`src/hw/rtl/deq_pkg.sv`:
```
// Package for the double-ended queue: sizes, action and status codes,
// word structs and the wrap-around index helper. No dependencies.
package deq_pkg;

  localparam int unsigned Depth    = 16;
  localparam int unsigned DataW    = 32;
  localparam int unsigned ItemW    = 32;
  localparam int unsigned PtrW     = $clog2(Depth);
  localparam int unsigned CntW     = $clog2(Depth + 1);

  typedef enum logic [2:0] {
    ActPushFront = 3'd0,
    ActPushBack  = 3'd1,
    ActPopFront  = 3'd2,
    ActPopBack   = 3'd3,
    ActPeekFront = 3'd4,
    ActPeekBack  = 3'd5,
    ActClear     = 3'd6
  } deq_action_e;

  typedef enum logic [1:0] {
    StsOk    = 2'd0,
    StsEmpty = 2'd1,
    StsFull  = 2'd2
  } deq_status_e;

  typedef struct packed {
    deq_action_e       action;
    logic [ItemW-1:0]  push_data;
  } deq_in_t;

  typedef struct packed {
    deq_status_e       status;
    logic [ItemW-1:0]  read_data;
  } deq_out_t;

  typedef struct packed {
    logic              wr_en;
    logic              rd_en;
    logic [PtrW-1:0]   addr;
    logic [DataW-1:0]  wdata;
  } deq_mem_req_t;

  typedef struct packed {
    logic              valid;
    deq_status_e       status;
    logic              rd_sel;
  } deq_rsp_t;

  // (base + off) modulo Depth, for base < Depth and off <= Depth
  function automatic logic [PtrW-1:0] wrap_add(logic [PtrW-1:0] base, logic [CntW-1:0] off);
    logic [CntW:0] sum;
    sum = (CntW+1)'(base) + (CntW+1)'(off);
    if (sum >= (CntW+1)'(Depth)) begin
      sum = sum - (CntW+1)'(Depth);
    end
    return sum[PtrW-1:0];
  endfunction

endpackage

```
`src/hw/rtl/deq_ram.sv`:
```
// Single-port synchronous RAM with registered read data.
// Generic; no package dependencies.
module deq_ram #(
  parameter int unsigned Depth = 16,
  parameter int unsigned Width = 32
) (
  input  logic                     clk_i,
  input  logic                     we_i,
  input  logic                     re_i,
  input  logic [$clog2(Depth)-1:0] addr_i,
  input  logic [Width-1:0]         wdata_i,
  output logic [Width-1:0]         rdata_o
);

  logic [Width-1:0] mem_q [Depth];
  logic [Width-1:0] rdata_q;

  // write one word, and/or read one word into the registered read data
  always_ff @(posedge clk_i) begin
    if (we_i) begin
      mem_q[addr_i] <= wdata_i;
    end
    if (re_i) begin
      rdata_q <= mem_q[addr_i];
    end
  end

  assign rdata_o = rdata_q;

endmodule

```
`src/hw/rtl/deq_ctrl.sv`:
```
// Pointer and count control for the double-ended queue: decodes the action,
// drives the RAM port and registers the result status. Uses deq_pkg.
module deq_ctrl (
  input  logic                      clk_i,
  input  logic                      rst_ni,
  input  logic                      accept_i,
  input  deq_pkg::deq_in_t          item_i,
  output deq_pkg::deq_mem_req_t     mem_req_o,
  output deq_pkg::deq_rsp_t         rsp_o
);

  logic [deq_pkg::PtrW-1:0] head_q, head_d;
  logic [deq_pkg::CntW-1:0] count_q, count_d;
  deq_pkg::deq_rsp_t        rsp_q, rsp_d;
  deq_pkg::deq_mem_req_t    req;

  logic                     full, empty;
  logic [deq_pkg::PtrW-1:0] head_dec, head_inc, back_idx, last_idx;

  // derive full, empty and neighbor indexes of the front and back
  assign full     = (count_q == deq_pkg::CntW'(deq_pkg::Depth));
  assign empty    = (count_q == '0);
  assign head_dec = (head_q == '0) ? deq_pkg::PtrW'(deq_pkg::Depth - 1)
                                   : head_q - deq_pkg::PtrW'(1);
  assign head_inc = deq_pkg::wrap_add(head_q, deq_pkg::CntW'(1));
  assign back_idx = deq_pkg::wrap_add(head_q, count_q);
  assign last_idx = deq_pkg::wrap_add(head_q, count_q - deq_pkg::CntW'(1));

  // decode the action into a RAM access and the next pointer state
  always_comb begin
    head_d       = head_q;
    count_d      = count_q;
    req          = '0;
    req.wdata    = deq_pkg::DataW'(item_i.push_data);
    rsp_d.valid  = accept_i;
    rsp_d.status = deq_pkg::StsOk;
    rsp_d.rd_sel = 1'b0;
    if (accept_i) begin
      unique case (item_i.action)
        deq_pkg::ActPushFront: begin
          if (full) begin
            rsp_d.status = deq_pkg::StsFull;
          end else begin
            head_d    = head_dec;
            count_d   = count_q + deq_pkg::CntW'(1);
            req.wr_en = 1'b1;
            req.addr  = head_dec;
          end
        end
        deq_pkg::ActPushBack: begin
          if (full) begin
            rsp_d.status = deq_pkg::StsFull;
          end else begin
            count_d   = count_q + deq_pkg::CntW'(1);
            req.wr_en = 1'b1;
            req.addr  = back_idx;
          end
        end
        deq_pkg::ActPopFront, deq_pkg::ActPeekFront: begin
          if (empty) begin
            rsp_d.status = deq_pkg::StsEmpty;
          end else begin
            req.rd_en    = 1'b1;
            req.addr     = head_q;
            rsp_d.rd_sel = 1'b1;
            if (item_i.action == deq_pkg::ActPopFront) begin
              head_d  = head_inc;
              count_d = count_q - deq_pkg::CntW'(1);
            end
          end
        end
        deq_pkg::ActPopBack, deq_pkg::ActPeekBack: begin
          if (empty) begin
            rsp_d.status = deq_pkg::StsEmpty;
          end else begin
            req.rd_en    = 1'b1;
            req.addr     = last_idx;
            rsp_d.rd_sel = 1'b1;
            if (item_i.action == deq_pkg::ActPopBack) begin
              count_d = count_q - deq_pkg::CntW'(1);
            end
          end
        end
        deq_pkg::ActClear: begin
          head_d  = '0;
          count_d = '0;
        end
        default: begin
          // unused action code: no change
        end
      endcase
    end
  end

  // hold pointer state and the pending result
  always_ff @(posedge clk_i or negedge rst_ni) begin
    if (!rst_ni) begin
      head_q  <= '0;
      count_q <= '0;
      rsp_q   <= '0;
    end else begin
      head_q  <= head_d;
      count_q <= count_d;
      rsp_q   <= rsp_d;
    end
  end

  assign mem_req_o = req;
  assign rsp_o     = rsp_q;

endmodule

```
`src/hw/rtl/double_ended_queue.sv`:
```
// Double-ended queue top level: control unit plus entry RAM.
// Uses deq_pkg, deq_ctrl and deq_ram.
//
// A word is taken at every clock edge where start is high; busy is never
// raised, so one word per cycle is sustained. Each word gives exactly one
// result on result_o, marked by done_o for one cycle, on the cycle right
// after it was taken; status and RAM read data are both registered. Results
// cannot be held off. The queue holds Depth words; pushes into a full
// queue report full, pops and peeks on an empty one report empty with zero
// data. The RAM is not cleared: clear only resets the head and count.
module double_ended_queue (
  input  logic               clk_i,
  input  logic               rst_ni,
  input  logic               start,
  output logic               busy,
  input  deq_pkg::deq_in_t   item_i,
  output logic               done_o,
  output deq_pkg::deq_out_t  result_o
);

  deq_pkg::deq_mem_req_t     mem_req;
  deq_pkg::deq_rsp_t         rsp;
  logic [deq_pkg::DataW-1:0] rdata;
  logic                      accept;

  assign busy   = 1'b0;
  assign accept = start & ~busy;

  deq_ctrl u_ctrl (
    .clk_i     (clk_i),
    .rst_ni    (rst_ni),
    .accept_i  (accept),
    .item_i    (item_i),
    .mem_req_o (mem_req),
    .rsp_o     (rsp)
  );

  deq_ram #(
    .Depth (deq_pkg::Depth),
    .Width (deq_pkg::DataW)
  ) u_ram (
    .clk_i   (clk_i),
    .we_i    (mem_req.wr_en),
    .re_i    (mem_req.rd_en),
    .addr_i  (mem_req.addr),
    .wdata_i (mem_req.wdata),
    .rdata_o (rdata)
  );

  // zero the data word unless a pop or peek succeeded
  assign done_o             = rsp.valid;
  assign result_o.status    = rsp.status;
  assign result_o.read_data = rsp.rd_sel ? deq_pkg::ItemW'(rdata) : '0;

endmodule

```
`config.mk`:
```
export PLATFORM = sky130hd
export DESIGN_NAME = double_ended_queue
export DESIGN_NICKNAME = d
export VERILOG_FILES = /design/src/hw/rtl/deq_pkg.sv /design/src/hw/rtl/deq_ram.sv /design/src/hw/rtl/deq_ctrl.sv /design/src/hw/rtl/double_ended_queue.sv
export SDC_FILE = /design/constraint.sdc
export NUM_CORES = 1
export LEC_CHECK = 0
export BUFFER_PORTS_ARGS = -buffer_cell sky130_fd_sc_hd__buf_4
export CAP_MARGIN = 20
export CORE_ASPECT_RATIO = 1.25
export CORE_MARGIN = 3
export CORE_UTILIZATION = 50
export CTS_CLUSTER_SIZE = 16
export DETAILED_ROUTE_END_ITERATION = 10
export GPL_TIMING_DRIVEN = 1
export PLACE_DENSITY = 0.71
export SLEW_MARGIN = 20
export SYNTH_ARGS = -nofsm -noshare
export SYNTH_HDL_FRONTEND = slang
export SYNTH_SLANG_ARGS = --single-unit
```
`constraint.sdc`:
```
create_clock -name clk_i -period 6.9 [get_ports clk_i]
set_input_delay 0.69 -clock clk_i [delete_from_list [all_inputs] [get_ports clk_i]]
set_output_delay 0.69 -clock clk_i [all_outputs]
set_load 0.02 [all_outputs]
```
==> summary.md, run 1 <==
| Metric | Value |
|---|---|
| Final hold vios | `0` |
| Fmax | `212 MHz` |
| Skew-Pair Late Insertion Delay | `0.57 ns` |
| Gpl congestion | `0.886` |
| Root Buffer Master | `clkbuf_16` |
| Synth area leader | `edfxtp_1` |
| Global-route wire length before repair | `roughly 80000 µm` |
| CP Data Required Time | `7.11 ns` |
| Combinational power share | `28.1%` |
| Cts bufs inserted | `52` |
| Tmin final | `4.72 ns` |
| Yosys reg bits | `557` |
| Post-DRT Antenna Nets | `0` |
| Slew headroom | `28.5%` |
| Grt total ovfl | `0` |
| CP Capture Type | `flip-flop` |
| Cell Rows | `86` |
| Final worst setup slack | `2.18 ns` |
| I/O Buffers | `72` |
| Setup TNS | `0 ns` |
| Placed cell count | `1964` |
| Distinct cells, synth | `71` |
| Clock power frac | `28.5%` |
| Initial core utilization | `50.9%` |
| Sequential area share after synthesis | `between 70% and 80%` |
| I/O Pins | `74` |
| Post-synth top flop | `edfxtp_1` |
| Slew @ Worst Pin | `1.07 ns` |
| DRT iter0 DRCs | `1106` |
| Register share of total power | `between 40% and 50%` |
| Chip Width | `a little under 200 µm` |
| Area of the multi-input gates | `5400 µm²` |
| Synth-to-Final Area Change | `12.9%` |
| Core area | `roughly 44000 µm²` |
| RSZ-0062 raised after global routing | `no` |
| Most common cell after layout, fill and taps aside | `edfxtp_1` |
| Worst Path Arrival | `around 5 ns` |
| Yosys Warn Count | `0` |
| CTS tree | `done` |
| DRC Markers | `0` |
| Psw | `0.00300 W` |
| Synthesized area | `22500 µm²` |
| Crit-path max FO | `33` |
| Slack of the worst reg-to-reg path | `2.18 ns` |
| Non-Filler Cell Area, Final | `about 25000 µm²` |
| Max H-tree Level | `2` |
| Vias | `12900` |
| Skew final | `approximately 0.021 ns` |
| Worst min-delay path class | `in -> reg` |
| Die area | `~48000 µm²` |
| # setup viols final | `0` |
| Pin count of the biggest net entering global routing | `69` |
| Sequential Area | `16700 µm²` |
| Filler cells | `3341` |
| Syn Inst Count | `1387` |
| Number of setup buffers added after CTS | `0` |
| Grt met1 use | `29.3%` |
| Area after DPL | `approximately 24000 µm²` |
| Most frequent cells in the layout | `edfxtp_1, mux2i_1, buf_4` |
| Pre-CTS WS | `2.14 ns` |
| Clk pin slew, worst setup/hold paths | `0.06 ns` |
| Initial antenna violation count | `1` |
| Die Ht | `243 µm` |
| Met2 usage | `36.1%` |
| Finished Core Util | `57.4%` |
| Met3 usage | `3.71%` |
| Syn_nets | `1438` |
| WL final | `52300 µm` |
| Max Cap Viol | `0` |
| Max-slew violations | `0` |
| CP startpoint kind | `flip-flop` |
| Drt first pass iters | `6` |
| Mean Syn Cell Area | `16.3 µm²` |
| Yosys top cell area share | `72.5%` |
| Gr busiest metal | `met2` |
| Max Buffers Root-to-Sink | `3` |
| Final #Nets | `1502` |
| DR vias/cell | `6.27` |
| Outcome | `finished clean` |
| Layout cell share with drive strength beyond 1 | `roughly 14%` |
| Wire per inst | `25.4 µm` |
| Synth top area cells | `edfxtp_1, mux2i_1, o2bb2ai_1, dfrtp_1, nand2_1` |
| Static leakage | `8.47 nW` |
| P_int | `between 0.006 and 0.007 W` |
| All-Layer GR Usage | `a little over a fifth` |
| Max VDD drop | `0.273 mV` |
| Net Sw Frac | `32.1%` |
| Clock sink total | `roughly 560` |
| Vias in the first global route | `13200` |
| Power per Cell Area | `367 nW/µm²` |
| Number of flops mapped to enable cells by yosys | `544` |
| Critical path class | `reg -> reg` |
| Dpl hpwl | `between 20000 and 30000 µm` |
| Async SR Flop Fraction | `2.33%` |
| Diode count | `0` |
| Non-filler cells, final | `2060` |
| Period utilisation layout | `68.4%` |
-- power by group through the flow --
stage          combinational, W  sequential, W  clock, W
6_report                0.00263        0.00405   0.00266
5_1_grt                 0.00283        0.00406   0.00282
4_1_cts                 0.00262        0.00405   0.00269
3_5_place_dp            0.00262        0.00412         0
3_3_place_gp            0.00255        0.00412         0
2_1_floorplan           0.00187        0.00406         0
-- kinds of logic after synthesis --
group | Yosys count | share of synthesized area, %
compound gates | 283 | 10.6
fa+ha+maj | 13 | 0.788
buf+inv | 143 | 2.86
flops | 557 | 73.9
xor+xnor | 7 | 0.305
simple gates | 250 | 5.59
mux | 133 | 5.93
other cells | 1 | 0.0166
-- layout make-up --
class | count | share of cell area (%)
repair buffers | 108 | 3.82
multi-input cells | 687 | 21.2
inverters | 45 | 0.663
clock inverters | 27 | 0.698
clock buffers | 64 | 5.37
flip-flops and latches | 557 | 65.4
well taps | 572 | 2.81
-- metrics by stage --
step	hold slack (ns)	power, W
floorplan	0.394	0.00593
CTS	0.279	0.00937
finish	0.311	0.00934
global placement	0.549	0.00667
detailed placement	0.551	0.00674
global route	0.293	0.00971
-- what timing repair did --
| action | CTS | global route |
|---|---|---|
| hold endpoints to repair | 13 | 0 |
| hold buffers | 1 | 0 |
| gates resized for setup | 0 | 0 |
-- sequential cells by signal (all words and copies together) (netlist names) --
name            flops
u_ram.mem_q       512
u_ram.rdata_o      32
u_ctrl.count_q      5
u_ctrl.head_q       4
u_ctrl.rsp_o        4
-- worst max-delay path: stages (launching register included) --
cell and delay (ns):
dfrtp_1 0.48, inv_1 0.13, ha_1 0.37, fa_1 0.52, nand2_1 0.05, o2111ai_1 0.23
a21oi_4 0.08, buf_4 0.32, a21oi_4 0.77, nand2_1 0.44, nor2_4 0.43, buf_4 0.49
-- layer usage --
| metal | vias up | wire [µm] |
|---|---|---|
| met5 | - | 0 |
| met4 | 0 | 1470 |
| met3 | 107 | 4020 |
| met2 | 600 | 26000 |
| met1 | 6520 | 20800 |
| li1 | 5680 | - |
-- cells in the mapped netlist (all sizes together), types with 2 or more instances --
| cell | n |
|---|---|
| inv | 45 |
| or2 | 2 |
| dfrtp | 13 |
| o31ai | 6 |
| o2bb2ai | 94 |
| o32ai | 32 |
| nand2b | 2 |
| nor3 | 7 |
| fa | 2 |
| a31oi | 2 |
| nand3 | 43 |
| a211oi | 3 |
| o21a | 2 |
| and3 | 31 |
| o21ai | 11 |
| xnor2 | 3 |
| clkbuf | 38 |
| buf | 60 |
| nand2 | 81 |
| and2 | 36 |
| a21oi | 17 |
| a221oi | 32 |
| or3 | 3 |
| mux2 | 4 |
| nor2 | 28 |
| a311oi | 31 |
| o221ai | 32 |
| o22ai | 5 |
| ha | 11 |
| a21o | 2 |
| xor2 | 4 |
| o2111ai | 2 |
| nor2b | 3 |
| mux2i | 129 |
| o31a | 2 |
| nor4 | 6 |
| edfxtp | 544 |
-- final timing paths --
kind	startpoint	to	depth (start not counted)
setup / recovery	u_ctrl.count_q[0]$_DFFE_PN0P_	u_ram.mem_q[0][4]$_DFFE_PP_	11
setup reg to reg	u_ctrl.count_q[0]$_DFFE_PN0P_	u_ram.mem_q[0][4]$_DFFE_PP_	11
hold reg to reg	u_ctrl.count_q[0]$_DFFE_PN0P_	u_ctrl.count_q[0]$_DFFE_PN0P_	2
hold / removal	start	u_ctrl.rsp_o[3]$_DFF_PN0_	1
min in group asynchronous	rst_ni	u_ctrl.head_q[2]$_DFFE_PN0P_	2
max in group asynchronous	rst_ni	u_ctrl.count_q[2]$_DFFE_PN0P_	2
Note: power is estimated with default switching activity, not from simulation.
==> inputs of run 2 (changes only) <==
Settings changed: ABC_AREA set to 1.
Clock period 6.9 ns to 4.8 ns, I/O delays scaled along.
==> run 2 against run 1 <==
  * Flip-flop and latch count did not move
  * Count of clock-buffer cells in the layout is 2 higher
  * Synthesized cell count rose by 51%
  * Wire length grew 17%
  * Sequential power up 42%
  * Clock skew shrank 0.0089 ns
  * First-iteration DRC count rose by 57%
  * Worst hold slack got worse by 0.11 ns
  * Global-route usage is 2.4 points higher
  * Via count increased by 26%
  * Power grew 49%
  * Critical path type unchanged
  * Largest cell class unchanged
==> summary.md, run 2 <==
| Metric | Value |
|---|---|
| Die area | `50100 µm² (+5.1%)` |
| Finished Core Util | `57.4% (about the same)` |
| Clk pin slew, worst setup/hold paths | `0.06 ns (about the same)` |
| Worst Path Arrival | `3.85 ns (-1.08 ns)` |
| Final #Nets | `2173 (+45%)` |
| Cts bufs inserted | `53 (+1.9%)` |
| Yosys Warn Count | `0 (unchanged)` |
| Cell Rows | `88 (+2.3%)` |
| Tmin final | `3.60 ns (-1.12 ns)` |
| Clock sink total | `557 (unchanged)` |
| Syn_nets | `2139 (+49%)` |
| Slew headroom | `31.7% (+3.2 points)` |
| Synth top area cells | `edfxtp_1, nand2_1, nor2_1, nand4_1, nand3_1` |
| Vias | `16300 (+26%)` |
| Syn Inst Count | `2088 (+51%)` |
| Outcome | `finished clean` |
| Global-route wire length before repair | `94600 µm (+19%)` |
| Skew final | `0.0120 ns (-0.00892 ns)` |
| Non-filler cells, final | `2795 (+36%)` |
| Max Buffers Root-to-Sink | `3 (unchanged)` |
| RSZ-0062 raised after global routing | `no` |
| CP peak stage delay | `0.50 ns (-0.27 ns)` |
| Max reg flops | `512 (unchanged)` |
| # setup viols final | `0 (unchanged)` |
| Post-synth top flop | `edfxtp_1` |
| CP Data Required Time | `5.05 ns (-2.06 ns)` |
| Yosys reg bits | `557 (unchanged)` |
| CP bufs+invs | `2 (-1)` |
| Period utilisation layout | `75.0% (+6.6 points)` |
| Synth area leader | `edfxtp_1` |
| Reg with most FFs | `u_ram.mem_q` |
| Critical path's top delay family | `simple AND/OR/NAND/NOR gates` |
| Yosys top cell area share | `68.9% (-3.6 points)` |
| Power per Cell Area | `522 nW/µm² (+42%)` |
| Most frequent cells in the layout | `edfxtp_1, nand2_1, nor2_1` |
| Most common cell after layout, fill and taps aside | `edfxtp_1` |
| Top post-synthesis cells by count | `edfxtp_1, nand2_1, nor2_1, nand3_1, nand4_1` |
| Synth-to-Final Area Change | `12.8%` |
| Sequential area share after synthesis | `70.3% (-3.6 points)` |
| Filler cells | `3718 (+11%)` |
| Gpl congestion | `0.847 (-4.4%)` |
| Diode count | `0 (unchanged)` |
| Final hold vios | `0 (unchanged)` |
| I/O Buffers | `72 (unchanged)` |
| Total power | `0.0140 W (+49%)` |
| Mean Syn Cell Area | `11.4 µm² (-30%)` |
| Chip Width | `201 µm (+2.5%)` |
| Setup TNS | `0 ns (unchanged)` |
| Fmax | `278 MHz (+31%)` |
| DRC Markers | `0 (unchanged)` |
| Synthesized area | `23700 µm² (+5.2%)` |
| Distinct cells, synth | `34 (-52%)` |
| Met3 usage | `3.89% (+0.18 points)` |
| Vias in the first global route | `16200 (+23%)` |
| Met2 usage | `40.9% (+4.7 points)` |
| Placed cell count | `2696 (+37%)` |
| Static leakage | `10.3 nW (+22%)` |
| Skew-Pair Late Insertion Delay | `0.59 ns (+0.02 ns)` |
| Wire per inst | `22.0 µm (-13%)` |
| Root Buffer Master | `clkbuf_16` |
| Dpl hpwl | `33800 µm (+18%)` |
| Grt total ovfl | `0 (unchanged)` |
| All-Layer GR Usage | `24.1% (+2.4 points)` |
| Number of flops mapped to enable cells by yosys | `544 (unchanged)` |
| CP startpoint kind | `flip-flop` |
| Crit path top cell by count | `nand2_1` |
| DR vias/cell | `5.84 (-6.8%)` |
| Initial core utilization | `50.9% (+0.066 points)` |
| CP Capture Type | `flip-flop` |
| Critical path class | `reg -> reg` |
| Layout cell share with drive strength beyond 1 | `10.9% (-3.2 points)` |
| Gr busiest metal | `met2` |
| Die Ht | `250 µm (+2.5%)` |
| Grt met1 use | `32.0% (+2.7 points)` |
| Max Cap Viol | `0 (unchanged)` |
| Crit-path cells | `inv_1, ha_1, nand3_1, nand2_1, nand2_1, nand2_1, nand2_1, nand2_4, nand2_4, nand3_1, nor2_4, buf_4` |
| Initial antenna violation count | `0 (-1)` |
| Slack of the worst reg-to-reg path | `1.20 ns (-0.98 ns)` |
| CTS tree | `done` |
| Drt first pass iters | `5 (-1)` |
| Max H-tree Level | `2 (unchanged)` |
| Slew @ Worst Pin | `1.03 ns (-0.0481 ns)` |
| DRT iter0 DRCs | `1737 (+57%)` |
| Crit-path max FO | `50 (+52%)` |
| Pin count of the biggest net entering global routing | `193 (+180%)` |
| Post-DRT Antenna Nets | `0 (unchanged)` |
| Core area | `46600 µm² (+5.1%)` |
| Worst-path cell with the longest stage delay | `dfrtp_1` |
| Most frequent cell after synthesis | `edfxtp_1` |
| I/O Pins | `74 (unchanged)` |
| Max VDD drop | `0.605 mV (+120%)` |
| Worst min-delay path class | `in -> reg` |
| WL final | `61400 µm (+17%)` |
| Async SR Flop Fraction | `2.33% (unchanged)` |
| Max-slew violations | `0 (unchanged)` |
-- run 2: cell types whose count changed in the layout (fill, tap and decap cells not counted), sizes merged, moves of 32 or more --
cell     delta
nor2      +322
and2       -36
nand3     +183
nand4     +196
o32ai      -32
o2bb2ai    -94
mux2i     -129
a221oi     -32
nand2     +420
-- run 2: power by group --
| group | internal, W | leakage (nW) | total, W | switching [W] |
|---|---|---|---|---|
| Clock | 0.00247 | 0.852 | 0.00424 | 0.00177 |
| Combinational | 0.00106 | 4.37 | 0.00396 | 0.00290 |
| Sequential | 0.00562 | 5.07 | 0.00575 | 0.000135 |
-- run 2: cells by family (layout without fill, tap and decap cells) --
group	after synthesis	count (layout)	synth area share, %
other	1	1	0.0158
buffers and inverters	202	279	3.88
AO/OA/AOI/OAI	28	28	0.675
adder cells (fa/ha/maj)	13	13	0.749
flip-flops	557	557	70.3
XOR/XNOR	11	11	0.406
AND/OR/NAND/NOR	1276	1276	24.0
-- run 2: worst paths after layout --
kind                                               start                            end  cells after the start
max                         u_ctrl.head_q[1]$_DFFE_PN0P_  u_ram.mem_q[12][15]$_DFFE_PP_                     12
min                                           item_i[29]   u_ram.mem_q[1][29]$_DFFE_PP_                      1
max in group asynchronous                         rst_ni      u_ctrl.rsp_o[3]$_DFF_PN0_                      2
min reg2reg                u_ram.mem_q[14][13]$_DFFE_PP_    u_ram.rdata_o[13]$_DFFE_PP_                      6
max reg2reg                 u_ctrl.head_q[1]$_DFFE_PN0P_  u_ram.mem_q[12][15]$_DFFE_PP_                     12
min in group asynchronous                         rst_ni   u_ctrl.head_q[2]$_DFFE_PN0P_                      2
-- run 2: per-stage QoR --
| stage | instance area (µm²) | hold WS [ns] | worst slack, ns |
|---|---|---|---|
| 5_1_grt | 26700 | 0.211 | 1.00 |
| 3_5_place_dp | 25000 | 0.347 | 1.28 |
| 3_3_place_gp | 25000 | 0.346 | 1.31 |
| 4_1_cts | 26700 | 0.183 | 1.23 |
| 2_1_floorplan | 23700 | 0.184 | 0.855 |
| 6_report | 26700 | 0.201 | 1.20 |
-- run 2: layer usage --
layer | wire length (µm) | vias up
met1 | 23900 | 7906
met4 | 1820 | 0
met2 | 30400 | 830
met5 | 0 | -
li1 | - | 7428
met3 | 5300 | 154
-- run 2: worst register-to-register path: stages, from the launching register on --
cell and delay (ns):
dfrtp_1 0.50, inv_1 0.21, ha_1 0.25, nand3_1 0.11, nand2_1 0.11, nand2_1 0.09, nand2_1 0.05, nand2_1 0.10
nand2_4 0.38, nand2_4 0.26, nand3_1 0.34, nor2_4 0.47, buf_4 0.41
-- run 2: final cells by class --
cell class	instances	area [µm²]	share of cell area [%]
flip-flops and latches	557	16700	62.3
multi-input cells	1329	6310	23.6
clock buffers	66	1420	5.30
repair buffers	117	985	3.68
well taps	630	788	2.95
clock inverters	32	344	1.29
inverters	64	240	0.898
-- run 2: timing repair --
item                       4_1_cts  5_1_grt
hold endpoints to repair        13        0
buffers inserted                 0        0
gates resized for setup          0        0
hold buffers                     1        0
setup endpoints to repair        0        0
==> inputs of run 3 (changes only) <==
Clock period 4.8 ns to 3.45 ns, I/O delays scaled along.
==> run 3 against run 2 <==
  * Count of clock-buffer cells in the layout rose by 3
  * Flip-flop and latch count unchanged
  * First-iteration DRC count grew 1.2%
  * Utilization grew 0.88 points
  * Wire length rose by 2.4%
==> summary.md, run 3 (synthesis results as in run 2) <==
| Metric | Value |
|---|---|
| Outcome | `finished clean` |
| Global-route wire length before repair | `96300 µm (+1.8%)` |
| Cts bufs inserted | `52 (-1.9%)` |
| Tmin final | `3.27 ns (-0.328 ns)` |
| Skew final | `0.0143 ns (+0.00236 ns)` |
| Area after DPL | `25400 µm² (+1.7%)` |
| R2R depth | `15 (+3)` |
| Synth-to-Final Area Change | `14.5%` |
| Max reg flops | `512 (unchanged)` |
| DRC Markers | `0 (unchanged)` |
| Max VDD drop | `0.525 mV (-13%)` |
| DRT iter0 DRCs | `1758 (+1.2%)` |
| Post-DRT Antenna Nets | `0 (unchanged)` |
| Static leakage | `10.5 nW (+1.6%)` |
| Core area | `46600 µm² (unchanged)` |
| Most common cell after layout, fill and taps aside | `edfxtp_1` |
| Sequential Area | `16700 µm² (about the same)` |
| Final #Nets | `2204 (+1.4%)` |
| Period utilisation layout | `94.8% (+20 points)` |
| Vias | `16500 (+1.4%)` |
| Slew headroom | `30.0% (-1.6 points)` |
| Fmax | `306 MHz (+10%)` |
| CTS tree | `done` |
| I/O Buffers | `72 (unchanged)` |
| Final worst setup slack | `0.180 ns (-1.02 ns)` |
| Worst Path Arrival | `3.59 ns (-0.26 ns)` |
| Max Cap Viol | `0 (unchanged)` |
| Initial antenna violation count | `2 (+2)` |
| CP peak stage delay | `0.46 ns (-0.04 ns)` |
| All-Layer GR Usage | `24.7% (+0.53 points)` |
| Crit-path max FO | `37 (-26%)` |
| WHS Path Cells | `1 (unchanged)` |
| Initial core utilization | `50.9% (unchanged)` |
| Worst-path cell with the longest stage delay | `fa_1` |
| Max-slew violations | `0 (unchanged)` |
| Cell Rows | `88 (unchanged)` |
| WL final | `62900 µm (+2.4%)` |
| Non-filler cells, final | `2827 (+1.1%)` |
| CP Capture Type | `flip-flop` |
| Max Buffers Root-to-Sink | `3 (unchanged)` |
| I/O Pins | `74 (unchanged)` |
| Vias in the first global route | `16600 (+2.5%)` |
| Pre-CTS WS | `0.123 ns (-1.16 ns)` |
| Slack of the worst reg-to-reg path | `0.18 ns (-1.02 ns)` |
| Reg2reg start | `u_ctrl.count_q[0]$_DFFE_PN0P_` |
| Power per Cell Area | `720 nW/µm² (+38%)` |
| Reg2reg end | `u_ram.rdata_o[30]$_DFFE_PP_` |
| Clk pin slew, worst setup/hold paths | `0.06 ns (about the same)` |
| Non-Filler Cell Area, Final | `27200 µm² (+1.5%)` |
| Die Ht | `250 µm (unchanged)` |
| Worst min-delay path class | `in -> reg` |
| Drt first pass iters | `5 (unchanged)` |
| Filler cells | `3671 (-1.3%)` |
| CP startpoint kind | `flip-flop` |
| Crit-path cells | `inv_1, ha_1, fa_1, inv_1, nand3_1, nand3_4, nand2_8, buf_16, buf_12, nand3_1, nand2_1, nor2_1, nor2_1, nor2_1, nand2_1` |
| Critical path class | `reg -> reg` |
| # setup viols final | `0 (unchanged)` |
| Gpl congestion | `0.881 (+4.1%)` |
| Die area | `50100 µm² (unchanged)` |
| Crit path top cell by count | `nor2_1` |
| Grt total ovfl | `0 (unchanged)` |
| DR vias/cell | `5.85 (+0.22%)` |
| Crit path capture | `u_ram.rdata_o[30]$_DFFE_PP_` |
| Root Buffer Master | `clkbuf_16` |
| Layout cell share with drive strength beyond 1 | `12.2% (+1.3 points)` |
| Slew @ Worst Pin | `1.05 ns (+0.0246 ns)` |
| Skew-Pair Late Insertion Delay | `0.58 ns (about the same)` |
| Clock sink total | `557 (unchanged)` |
| Reg with most FFs | `u_ram.mem_q` |
| Max H-tree Level | `2 (unchanged)` |
| Dpl hpwl | `35300 µm (+4.3%)` |
| Final hold vios | `0 (unchanged)` |
| CP Data Required Time | `3.77 ns (-1.28 ns)` |
| Wire per inst | `22.3 µm (+1.3%)` |
| Total power | `0.0195 W (+40%)` |
| Area of the multi-input gates | `6350 µm² (+0.69%)` |
| Chip Width | `201 µm (unchanged)` |
| Pin count of the biggest net entering global routing | `87 (-55%)` |
| Placed cell count | `2727 (+1.1%)` |
| Setup crit start | `u_ctrl.count_q[0]$_DFFE_PN0P_` |
| RSZ-0062 raised after global routing | `no` |
| Finished Core Util | `58.3% (+0.88 points)` |
| Most frequent cells in the layout | `edfxtp_1, nand2_1, nor2_1` |
run 3: cell count changes in the layout (fill, tap and decap cells not counted), moves of 3 or more:
cell        change
buf_12         +14
buf_4          +14
clkbuf_1        +4
bufinv_16       -3
clkinvlp_4      +3
run 3: area by class of cell:
type,count,area share [%]
antenna,2,0.0184
clock buffer,69,5.18
clock inverter,27,0.935
multi-input combinational,1329,23.4
tap,630,2.90
sequential,557,61.4
inverter,64,0.885
timing repair buffer,149,5.32
run 3: timing repair:
item,4_1_cts,5_1_grt
resized for setup,0,12
buffers inserted,0,0
hold endpoints to repair,13,0
endpoints found under the setup margin,0,226
hold buffers,1,0
run 3: worst min path at each step:
stage	start	to	slack (ns)
floorplan	rst_ni	u_ctrl.count_q[0]$_DFFE_PN0P_	0.05
global placement	rst_ni	u_ctrl.head_q[2]$_DFFE_PN0P_	0.21
detailed placement	rst_ni	u_ctrl.head_q[2]$_DFFE_PN0P_	0.21
CTS	item_i[12]	u_ram.mem_q[2][12]$_DFFE_PP_	0.04
global route	item_i[23]	u_ram.mem_q[15][23]$_DFFE_PP_	0.06
finish	item_i[4]	u_ram.mem_q[3][4]$_DFFE_PP_	0.07
run 3: metal layers:
| metal | GRT usage [%] | up-vias | wire length [µm] |
|---|---|---|---|
| met5 | 0 | - | 0 |
| met4 | 9.56 | 0 | 2140 |
| met3 | 3.78 | 154 | 5170 |
| met2 | 41.9 | 809 | 31000 |
| li1 | - | 7495 | - |
| met1 | 32.3 | 8083 | 24600 |
run 3: power by group:
| part | internal [W] | leakage, nW | switching [W] |
|---|---|---|---|
| logic | 0.00174 | 4.60 | 0.00419 |
| registers | 0.00781 | 5.07 | 0.000194 |
| clock network | 0.00317 | 0.789 | 0.00244 |
run 3: per-stage QoR:
step	setup TNS, ns	hold WS (ns)
2_1_floorplan	-239.09	0.0494
4_1_cts	0	0.0448
5_1_grt	0	0.0636
3_5_place_dp	0	0.211
6_report	0	0.0662
3_3_place_gp	0	0.207
run 3: worst max-delay path: cells and delay by family (launching register included):
family / cells / cell delay (ns)
DFF: 1 / 0.40
and+or+nand+nor: 9 / 1.10
adders and majority gates: 2 / 0.80
buffers and inverters: 4 / 0.69
